`config.mk`:
```
export PLATFORM = sky130hd
export DESIGN_NAME = key_remap_with_held_pinning_top
export DESIGN_NICKNAME = d
export VERILOG_FILES = /design/src/krhp_pkg.sv /design/src/krhp_ram.sv /design/src/key_remap_with_held_pinning_top.sv
export SDC_FILE = /design/constraint.sdc
export NUM_CORES = 1
export LEC_CHECK = 0
export BUFFER_PORTS_ARGS = -buffer_cell sky130_fd_sc_hd__buf_2
export CELL_PAD_IN_SITES_DETAIL_PLACEMENT = 2
export CELL_PAD_IN_SITES_GLOBAL_PLACEMENT = 2
export CORE_MARGIN = 8
export CORE_UTILIZATION = 45
export CTS_CLUSTER_DIAMETER = 30
export DETAILED_ROUTE_END_ITERATION = 12
export PLACE_DENSITY_LB_ADDON = 0.1
export SYNTH_ARGS = -nofsm -noshare
export SYNTH_HDL_FRONTEND = slang
export SYNTH_SLANG_ARGS = --single-unit
```
`constraint.sdc`:
```
create_clock -name clk -period 6.1 [get_ports clk]
set_input_delay 1.22 -clock clk [delete_from_list [all_inputs] [get_ports clk]]
set_output_delay 1.22 -clock clk [all_outputs]
set_load 0.005 [all_outputs]
```
`src/krhp_pkg.sv`:
```
// Shared types and constants for the key remap block.
package krhp_pkg;

	localparam int CODE_W    = 10;
	localparam int VALUE_W   = 2;
	localparam int SPEED_W   = 12;
	localparam int DELTA_W   = 8;
	localparam int CLICKS_W  = 12;
	localparam int HIRES_W   = 18;
	localparam int REM_W     = 9;
	localparam int ACC_W     = 20;
	localparam int MAP_CNT_W = 3;
	localparam int CFG_IDX_W = 3;
	localparam int CFG_DAT_W = 20;

	// register indexes
	localparam logic [CFG_IDX_W-1:0] REG_MAP_COUNT    = 3'd0;
	localparam logic [CFG_IDX_W-1:0] REG_SCROLL_SPEED = 3'd1;
	localparam logic [CFG_IDX_W-1:0] REG_MAP_PAIR0    = 3'd2;

	localparam logic [SPEED_W-1:0] SPEED_RESET = 12'd256;

	localparam logic MODE_KEY   = 1'b0;
	localparam logic MODE_WHEEL = 1'b1;

	localparam logic KIND_KEY    = 1'b0;
	localparam logic KIND_SCROLL = 1'b1;

	localparam logic [VALUE_W-1:0] KEY_RELEASE = 2'd0;

	// hi-res units per wheel click
	localparam logic signed [HIRES_W-1:0] CLICK_HIRES = 18'sd120;

	// one pinned physical/virtual pair
	typedef struct packed {
		logic [CODE_W-1:0] virt;
		logic [CODE_W-1:0] phys;
	} held_entry_t;

	// remap register layout: target in the upper half
	typedef struct packed {
		logic [CODE_W-1:0] target;
		logic [CODE_W-1:0] source;
	} map_pair_t;

endpackage

```
`src/krhp_ram.sv`:
```
// Generic single-port-write, single-port-read RAM with registered read data.
module krhp_ram #(
	parameter int WIDTH = 20,
	parameter int DEPTH = 8
) (
	input  logic                                   clk,
	input  logic                                   we,
	input  logic [((DEPTH > 1) ? $clog2(DEPTH) : 1)-1:0] waddr,
	input  logic [WIDTH-1:0]                       wdata,
	input  logic [((DEPTH > 1) ? $clog2(DEPTH) : 1)-1:0] raddr,
	output logic [WIDTH-1:0]                       rdata
);

	logic [WIDTH-1:0] mem_q [DEPTH];

	always_ff @(posedge clk) begin
		if (we) begin
			mem_q[waddr] <= wdata;
		end
		rdata <= mem_q[raddr];
	end

endmodule

```
`src/key_remap_with_held_pinning_top.sv`:
```
// Key remap with held-key pinning and fractional wheel scaling: top level.
//
//  Channel  | Direction | Handshake              | Payload
//  ---------+-----------+------------------------+--------------------------------------
//  in       | input     | in_valid / in_ready    | mode, key_code, key_value, wheel_delta
//  out      | output    | out_valid / out_ready  | event_kind, virtual_code,
//           |           |                        | virtual_value, scroll_clicks,
//           |           |                        | scroll_hires
//  cfg      | input     | cfg_we (no wait)       | cfg_index, cfg_wdata
//
// Sequence: a key transaction walks the held table through the single RAM read
// port, one entry per cycle. A pinned key that is released then reads the last
// held entry and moves it into the freed slot (unpin). A key that is not pinned
// walks the remap table one pair per cycle until the first hit or the end, and
// a press is then pinned while the held table has room. Last, the output
// register is loaded. A wheel transaction steps through multiply, divide by 256
// toward zero, scale by 120 and load. A zero delta ends after the multiply, zero
// clicks after the divide, with no result.
// The 10-bit comparator is the shared unit.
// Reset: arst_n clears the sequencer, held_count, the wheel remainder, the
// configuration registers and the output valid. The held table RAM is not
// cleared; only entries below held_count are ever read.
// Stalls: in_ready is high only while the sequencer is idle. A finished
// result waits in the output register, so a new transaction is taken while
// out_valid is still high; the sequencer stalls at its load step only when
// the output register is still full and out_ready is low.
module key_remap_with_held_pinning_top
	import krhp_pkg::*;
#(
	parameter int HELD_SLOTS  = 8,
	parameter int MAP_ENTRIES = 6
) (
	input  logic                       clk,
	input  logic                       arst_n,
	// configuration
	input  logic                       cfg_we,
	input  logic [CFG_IDX_W-1:0]       cfg_index,
	input  logic [CFG_DAT_W-1:0]       cfg_wdata,
	// input channel
	input  logic                       in_valid,
	output logic                       in_ready,
	input  logic                       mode,
	input  logic [CODE_W-1:0]          key_code,
	input  logic [VALUE_W-1:0]         key_value,
	input  logic signed [DELTA_W-1:0]  wheel_delta,
	// output channel
	output logic                       out_valid,
	input  logic                       out_ready,
	output logic                       event_kind,
	output logic [CODE_W-1:0]          virtual_code,
	output logic [VALUE_W-1:0]         virtual_value,
	output logic signed [CLICKS_W-1:0] scroll_clicks,
	output logic signed [HIRES_W-1:0]  scroll_hires
);

	// held table address and count widths
	localparam int AW  = (HELD_SLOTS > 1) ? $clog2(HELD_SLOTS) : 1;
	localparam int CW  = $clog2(HELD_SLOTS + 1);
	localparam int MIW = (MAP_ENTRIES > 1) ? $clog2(MAP_ENTRIES) : 1;

	// sequencer states
	localparam logic [3:0] S_IDLE   = 4'd0;
	localparam logic [3:0] S_HSCAN  = 4'd1;  // walk held table
	localparam logic [3:0] S_RDLAST = 4'd2;  // read last held entry
	localparam logic [3:0] S_MOVE   = 4'd3;  // move last entry into freed slot
	localparam logic [3:0] S_MSCAN  = 4'd4;  // walk remap table
	localparam logic [3:0] S_PIN    = 4'd5;  // append pinned pair
	localparam logic [3:0] S_WMUL   = 4'd6;  // delta * speed + remainder
	localparam logic [3:0] S_WDIV   = 4'd7;  // split into clicks and fraction
	localparam logic [3:0] S_WHI    = 4'd8;  // clicks * 120
	localparam logic [3:0] S_EMIT   = 4'd9;  // load output register

	logic [3:0] state_q;

	// configuration registers
	logic [MAP_CNT_W-1:0]       map_count_q;
	logic signed [SPEED_W-1:0]  speed_q;
	map_pair_t                  pair_q [MAP_ENTRIES];

	// captured transaction
	logic                       mode_q;
	logic [CODE_W-1:0]          phys_q;
	logic [VALUE_W-1:0]         val_q;
	logic signed [DELTA_W-1:0]  delta_q;

	// key path working state
	logic [CW-1:0]              count_q;
	logic [CW-1:0]              scan_q;
	logic                       rd_pend_s1;
	logic [AW-1:0]              rd_idx_s1;
	logic                       found_q;
	logic [AW-1:0]              idx_q;
	logic [CODE_W-1:0]          to_q;
	logic [MAP_CNT_W-1:0]       mscan_q;
	logic [MAP_CNT_W-1:0]       lim_q;

	// wheel path working state
	logic signed [REM_W-1:0]    rem_q;
	logic signed [ACC_W-1:0]    acc_q;
	logic signed [CLICKS_W-1:0] clicks_q;
	logic signed [HIRES_W-1:0]  hires_q;

	// output register
	logic                       out_valid_q;
	logic                       kind_o_q;
	logic [CODE_W-1:0]          code_o_q;
	logic [VALUE_W-1:0]         value_o_q;
	logic signed [CLICKS_W-1:0] clicks_o_q;
	logic signed [HIRES_W-1:0]  hires_o_q;

	// held table RAM
	logic                       ram_we;
	logic [AW-1:0]              ram_waddr;
	held_entry_t                ram_wdata;
	logic [AW-1:0]              ram_raddr;
	held_entry_t                ram_rdata;

	krhp_ram #(
		.WIDTH ($bits(held_entry_t)),
		.DEPTH (HELD_SLOTS)
	) u_held (
		.clk   (clk),
		.we    (ram_we),
		.waddr (ram_waddr),
		.wdata (ram_wdata),
		.raddr (ram_raddr),
		.rdata (ram_rdata)
	);

	logic                       in_fire;
	logic                       emit_ok;
	logic [CW-1:0]              last_idx;
	logic                       pin_ok;
	map_pair_t                  cur_pair;
	logic [CODE_W-1:0]          cmp_lhs;
	logic                       cmp_eq;
	logic                       mscan_live;
	logic                       scan_live;
	logic signed [ACC_W-1:0]    prod;
	logic signed [ACC_W-1:0]    acc_sum;
	logic                       round_up;
	logic signed [CLICKS_W-1:0] clicks_n;
	logic signed [REM_W-1:0]    rem_n;
	logic signed [HIRES_W-1:0]  hires_n;

	assign in_ready  = (state_q == S_IDLE);
	assign in_fire   = in_valid && in_ready;
	assign emit_ok   = !out_valid_q || out_ready;
	assign last_idx  = count_q - CW'(1);
	assign pin_ok    = (val_q != KEY_RELEASE) && (count_q < CW'(HELD_SLOTS));
	assign scan_live = (scan_q < count_q);

	// shared 10-bit comparator: held entries during the held walk,
	// remap sources during the map walk
	assign cur_pair   = pair_q[mscan_q[MIW-1:0]];
	assign mscan_live = (mscan_q < lim_q);
	assign cmp_lhs    = (state_q == S_HSCAN) ? ram_rdata.phys : cur_pair.source;
	assign cmp_eq     = (cmp_lhs == phys_q);

	// RAM port steering
	always_comb begin
		ram_we    = 1'b0;
		ram_waddr = idx_q;
		ram_wdata = ram_rdata;
		ram_raddr = scan_q[AW-1:0];
		case (state_q)
			S_RDLAST: begin
				ram_raddr = last_idx[AW-1:0];
			end
			S_MOVE: begin
				ram_we    = 1'b1;
				ram_waddr = idx_q;
				ram_wdata = ram_rdata;
			end
			S_PIN: begin
				ram_we         = 1'b1;
				ram_waddr      = count_q[AW-1:0];
				ram_wdata.virt = to_q;
				ram_wdata.phys = phys_q;
			end
			default: begin
				ram_we = 1'b0;
			end
		endcase
	end

	// wheel arithmetic
	assign prod     = $signed({{(ACC_W-DELTA_W){delta_q[DELTA_W-1]}}, delta_q})
			* $signed({{(ACC_W-SPEED_W){speed_q[SPEED_W-1]}}, speed_q});
	assign acc_sum  = $signed({{(ACC_W-REM_W){rem_q[REM_W-1]}}, rem_q}) + prod;
	// divide by 256 toward zero: floor, then bump negatives with a fraction
	assign round_up = acc_q[ACC_W-1] && (acc_q[7:0] != 8'd0);
	assign clicks_n = $signed(acc_q[ACC_W-1:8]) + $signed({{(CLICKS_W-1){1'b0}}, round_up});
	assign rem_n    = $signed({round_up, acc_q[7:0]});
	assign hires_n  = $signed({{(HIRES_W-CLICKS_W){clicks_q[CLICKS_W-1]}}, clicks_q})
			* CLICK_HIRES;

	// configuration writes
	always_ff @(posedge clk or negedge arst_n) begin
		if (!arst_n) begin
			map_count_q <= '0;
			speed_q     <= SPEED_RESET;
		end else if (cfg_we) begin
			if (cfg_index == REG_MAP_COUNT) begin
				map_count_q <= cfg_wdata[MAP_CNT_W-1:0];
			end
			if (cfg_index == REG_SCROLL_SPEED) begin
				speed_q <= cfg_wdata[SPEED_W-1:0];
			end
		end
	end

	for (genvar j = 0; j < MAP_ENTRIES; j++) begin : g_pair
		always_ff @(posedge clk or negedge arst_n) begin
			if (!arst_n) begin
				pair_q[j] <= '0;
			end else if (cfg_we && (cfg_index == CFG_IDX_W'(REG_MAP_PAIR0 + j))) begin
				pair_q[j] <= cfg_wdata;
			end
		end
	end

	// capture the accepted transaction
	always_ff @(posedge clk) begin
		if (in_fire) begin
			mode_q  <= mode;
			phys_q  <= key_code;
			val_q   <= key_value;
			delta_q <= wheel_delta;
		end
	end

	// sequencer
	always_ff @(posedge clk or negedge arst_n) begin
		if (!arst_n) begin
			state_q    <= S_IDLE;
			count_q    <= '0;
			rem_q      <= '0;
			scan_q     <= '0;
			rd_pend_s1 <= 1'b0;
			found_q    <= 1'b0;
			mscan_q    <= '0;
			lim_q      <= '0;
		end else begin
			case (state_q)
				S_IDLE: begin
					if (in_fire) begin
						scan_q     <= '0;
						rd_pend_s1 <= 1'b0;
						found_q    <= 1'b0;
						state_q    <= (mode == MODE_WHEEL) ? S_WMUL : S_HSCAN;
					end
				end
				S_HSCAN: begin
					rd_pend_s1 <= scan_live;
					if (scan_live) begin
						scan_q <= scan_q + CW'(1);
					end
					// last match wins
					if (rd_pend_s1 && cmp_eq) begin
						found_q <= 1'b1;
					end
					if (!scan_live && !rd_pend_s1) begin
						if (found_q) begin
							state_q <= (val_q == KEY_RELEASE) ? S_RDLAST : S_EMIT;
						end else begin
							mscan_q <= '0;
							lim_q   <= (map_count_q > MAP_CNT_W'(MAP_ENTRIES))
									? MAP_CNT_W'(MAP_ENTRIES) : map_count_q;
							state_q <= S_MSCAN;
						end
					end
				end
				S_RDLAST: begin
					state_q <= S_MOVE;
				end
				S_MOVE: begin
					count_q <= last_idx;
					state_q <= S_EMIT;
				end
				S_MSCAN: begin
					// first match wins; stop on a hit or at the end
					if (mscan_live && !cmp_eq) begin
						mscan_q <= mscan_q + MAP_CNT_W'(1);
					end else begin
						state_q <= pin_ok ? S_PIN : S_EMIT;
					end
				end
				S_PIN: begin
					count_q <= count_q + CW'(1);
					state_q <= S_EMIT;
				end
				S_WMUL: begin
					state_q <= (delta_q == '0) ? S_IDLE : S_WDIV;
				end
				S_WDIV: begin
					rem_q   <= rem_n;
					state_q <= (clicks_n == '0) ? S_IDLE : S_WHI;
				end
				S_WHI: begin
					state_q <= S_EMIT;
				end
				S_EMIT: begin
					if (emit_ok) begin
						state_q <= S_IDLE;
					end
				end
				default: begin
					state_q <= S_IDLE;
				end
			endcase
		end
	end

	// datapath registers of the sequencer
	always_ff @(posedge clk) begin
		case (state_q)
			S_IDLE: begin
				to_q <= key_code;
			end
			S_HSCAN: begin
				rd_idx_s1 <= scan_q[AW-1:0];
				if (rd_pend_s1 && cmp_eq) begin
					idx_q <= rd_idx_s1;
					to_q  <= ram_rdata.virt;
				end
			end
			S_MSCAN: begin
				if (mscan_live && cmp_eq) begin
					to_q <= cur_pair.target;
				end
			end
			S_WMUL: begin
				acc_q <= acc_sum;
			end
			S_WDIV: begin
				clicks_q <= clicks_n;
			end
			S_WHI: begin
				hires_q <= hires_n;
			end
			default: begin
				acc_q <= acc_q;
			end
		endcase
	end

	// output register
	always_ff @(posedge clk or negedge arst_n) begin
		if (!arst_n) begin
			out_valid_q <= 1'b0;
		end else if ((state_q == S_EMIT) && emit_ok) begin
			out_valid_q <= 1'b1;
		end else if (out_ready) begin
			out_valid_q <= 1'b0;
		end
	end

	always_ff @(posedge clk) begin
		if ((state_q == S_EMIT) && emit_ok) begin
			if (mode_q == MODE_KEY) begin
				kind_o_q   <= KIND_KEY;
				code_o_q   <= to_q;
				value_o_q  <= val_q;
				clicks_o_q <= '0;
				hires_o_q  <= '0;
			end else begin
				kind_o_q   <= KIND_SCROLL;
				code_o_q   <= '0;
				value_o_q  <= '0;
				clicks_o_q <= clicks_q;
				hires_o_q  <= hires_q;
			end
		end
	end

	assign out_valid     = out_valid_q;
	assign event_kind    = kind_o_q;
	assign virtual_code  = code_o_q;
	assign virtual_value = value_o_q;
	assign scroll_clicks = clicks_o_q;
	assign scroll_hires  = hires_o_q;

`ifndef SYNTHESIS
	// held table never overflows
	a_count_range: assert property (@(posedge clk) disable iff (!arst_n)
		count_q <= CW'(HELD_SLOTS))
		else $error("held count above table size");

	// only pin and unpin steps write the held table
	a_ram_we_state: assert property (@(posedge clk) disable iff (!arst_n)
		ram_we |-> (state_q == S_PIN || state_q == S_MOVE))
		else $error("held table written outside pin/unpin");

	// an unpin only happens with at least one pinned entry
	a_unpin_nonempty: assert property (@(posedge clk) disable iff (!arst_n)
		(state_q == S_RDLAST) |-> (count_q != '0))
		else $error("unpin with empty held table");

	// a pin adds exactly one entry
	a_pin_grows: assert property (@(posedge clk) disable iff (!arst_n)
		(state_q == S_PIN) |=> (count_q == $past(count_q) + CW'(1)))
		else $error("pin did not grow held count");

	// fractional remainder stays strictly inside one click
	a_rem_range: assert property (@(posedge clk) disable iff (!arst_n)
		rem_q != $signed({1'b1, 8'd0}))
		else $error("wheel remainder out of range");
`endif

endmodule
```
==> reports/summary.txt <==
Post-synth top cells = 284 x edfxtp_1, 168 x inv_1, 165 x mux2_2
Synth top area share = 35.1%
Layout Cells excl Fill = 2701
Die area = 61600 µm²
Port Buffer Count = 90
Core Area = 53600 µm²
Fin Hold WS = 0.424 ns
Post-synthesis async set-or-reset flop share = 35.2%
Worst setup EP type = register
CTS max path bufs = 3
Synth Area in Simple Gates = 8.01%
Cell area after layout = 28900 µm²
Worst-skew pair later-pin latency = 0.66 ns
Row count = 85
Final TNS setup = 0 ns
Peak supply drop = 930 µV
Clock Sinks = 469
Outcome = finished, final reports clean
Slowest stage delay, CP = 0.58 ns
Synth area leaders = edfxtp_1 35%, dfrtp_1 17%, fa_1 9.2%
Fin crit share = 89.5%
Worst EP required = 6.47 ns
Synth Register Bits = 469
Worst-path clk slew = 0.05 ns
Synth Instances = 1771
Final setup viols = 0
Largest family of logic cells by synthesized area = multiplexers
CP cell instances = and2_1, fa_1, inv_1, fa_1, inv_1, ha_1, inv_1, fa_1, inv_1, ha_1, ha_1, fa_1, a21o_1, a21oi_1, nor2b_1, o41a_1, a41o_1, o21ba_2, xnor2_1
Fin. Hold Viols = 0
Synthesized cell area = 24300 µm²
Synth Area in Adders = 13.3%
WL/cell = 26.8 µm
CTS Buf Count = 105
Initial DRC count = 704
Initial Util = 45.3%
Overall power = 0.0211 W
Grt ovf = 0
Max-cap violations = 0
Largest net degree at the start of global routing = 71
# placed instances = 2505
Pwr Density = 727 nW/µm²
Share of cells above drive strength 1 = 26.1%
Synth Area in XOR/XNOR = 2.56%
Post-CTS Setup Inserts = 0
Nets@finish = 2156
Yosys cell types = 77
Antenna-violating nets left = 0
LEAKAGE = 11.8 nW
Layout Skew = 0.0510 ns
Count leader, synth = edfxtp_1
Die X = 248 µm
Initial antenna violation count = 0
Post-CTS Hold Buffers = 0
Minimum clock period = 5.46 ns
TritonCTS clock tree = yes
Buf/Inv on CP = 4
CP Launch Type = register
YS warnings = 0
Primary FF master, synth = edfxtp_1
Die Ht = 248 µm
I/O pin cnt = 94
Mux share of post-synthesis cell area = 14.5%
Vias in the first global route = 17900
Worst-path maximum fanout = 13
Max Clock Freq = 183 MHz
Synth Area in Compound Gates = 3.87%
Antenna cells = 0
CP max-delay cell = edfxtp_1
Crit path max-delay family = adder cells
Vias = 15100
Sequential-to-total area share from yosys stat = 53.8%
Placed cell areas = 25600 µm²
Total GRT Usage = 24.2%
TritonRoute pass-1 iters = 5
Syn-to-layout area delta = 19.3%
Syn Area/Cell = 13.7 µm²
Leading area contributor after synthesis = edfxtp_1
RSZ-0062 raised after global routing = false
Root Driver = clkbuf_16
Max-slew headroom = 12.8%
Post_cts resized = 0
Vias per cell = 5.57
Total wire length = 72.5 mm
Hold Crit Class = register to register
DRC = 0
Final HPWL DP = 45.0 mm
Final Max Tran Viols = 0
WS Path Type = register to register
WP data arrival = 5.83 ns
Post-synth EDFFs = 284
Worst slew pin tran = 1.30 ns
Final RePlAce weighted congestion = 0.779
First-pass GRT wire length = 112 mm
H-Tree Depth = 3
## where the power goes
| group | switching [W] | internal, W | total, W | leakage (nW) |
|---|---|---|---|---|
| Clock | 0.00187 | 0.00351 | 0.00537 | 1.64 |
| Combinational | 0.00587 | 0.00452 | 0.0104 | 5.43 |
| Sequential | 0.000574 | 0.00472 | 0.00529 | 4.75 |
| Total | 0.00831 | 0.0127 | 0.0211 | 11.8 |
## layout by cell type, fill, tap and decap left out, types with 5 or more instances in the layout
cell,Yosys,layout
mux4_2,54,54
o21bai_1,5,5
clkbuf_1,54,27
and2_1,60,60
nand2b_1,16,16
buf_2,12,89
nor2_1,72,63
fa_1,111,111
clkinv_2,0,25
inv_1,168,168
dfrtp_1,164,163
clkinvlp_4,0,9
buf_4,3,21
nor3_1,21,20
nor2_4,0,8
clkbuf_8,0,6
o21ai_0,23,23
clkbuf_16,0,106
xor2_1,15,15
mux2i_1,37,37
a21oi_1,36,33
nand4_1,5,5
nand2_1,149,149
nor4_1,7,7
clkinv_1,1,10
edfxtp_1,284,284
a31oi_1,9,9
a21o_1,10,10
bufinv_16,0,6
xnor2_1,56,56
mux2_2,165,165
dfxtp_1,20,20
nand3_1,17,17
a221o_1,10,10
nor2b_1,19,19
ha_1,80,80
## sequential cells by signal (all words and copies together), names as in the netlist, 3 cells and up
signal	count
acc_q	20
clicks_q	12
count_q	4
delta_q	8
hires_q	15
idx_q	3
lim_q	3
map_count_q	3
mscan_q	3
pair_q	120
phys_q	10
rd_idx_s1	3
rem_q	9
scan_q	4
scroll_clicks	12
scroll_hires	15
speed_q	12
state_q	4
to_q	10
u_held.mem_q	160
u_held.rdata	20
virtual_code	10
## routing by layer
| metal | GRT usage, % | wire length [µm] | share of wire (%) | vias to the layer above |
|---|---|---|---|---|
| li1 | - | - | - | 6544 |
| met1 | 30.1 | 30100 | 42 | 8022 |
| met2 | 43.0 | 37600 | 52 | 367 |
| met3 | 4.43 | 3110 | 4.3 | 124 |
| met4 | 6.96 | 1660 | 2.3 | 0 |
| met5 | 0 | 0 | 0 | - |
## final cells by class
| class | instances | area, µm² |
|---|---|---|
| clock buffers | 139 | 2840 |
| clock inverters | 57 | 546 |
| fillers | 4948 | 24700 |
| inverters | 170 | 638 |
| multi-input cells | 1059 | 10400 |
| flip-flops and latches | 469 | 13100 |
| well taps | 696 | 871 |
| repair buffers | 111 | 614 |
## worst reg2reg max path, stage by stage, from the launching register on
cell and delay, ns:
edfxtp_1 0.58, and2_1 0.26, fa_1 0.52, inv_1 0.06, fa_1 0.51, inv_1 0.05, ha_1 0.27, inv_1 0.05
fa_1 0.47, inv_1 0.04, ha_1 0.27, ha_1 0.24, fa_1 0.47, a21o_1 0.17, a21oi_1 0.22, nor2b_1 0.10
o41a_1 0.36, a41o_1 0.27, o21ba_2 0.22, xnor2_1 0.11
## kinds of logic (layout without fill, tap and decap cells)
| group | count (synthesis) | count (layout) |
|---|---|---|
| other cells | 1 | 3 |
| buf+inv | 245 | 477 |
| fa+ha+maj | 191 | 191 |
| compound gates | 137 | 137 |
| xor+xnor | 71 | 71 |
| mux | 259 | 259 |
| flops | 469 | 469 |
| simple gates | 398 | 398 |
## through the flow
step	worst slack [ns]	utilization (%)
floorplan	1.02	-
global route	0.360	54.0
global placement	0.701	47.7
finish	0.642	54.0
detailed placement	0.618	47.7
CTS	0.600	54.0
## worst paths after layout
path / startpoint / endpoint / slack (ns) / depth (start not counted)
worst max-delay path: delta_q[0] / acc_q[18] / 0.64 / 19
worst min-delay path: rd_idx_s1[2] / idx_q[2] / 0.42 / 0
worst max register to register: delta_q[0] / acc_q[18] / 0.64 / 19
worst min register to register: rd_idx_s1[2] / idx_q[2] / 0.42 / 0
max in group asynchronous: arst_n / mscan_q[0] / 4.14 / 2
min in group asynchronous: arst_n / pair_q[78] / 0.60 / 1
Power figures use the tool's default switching activity.
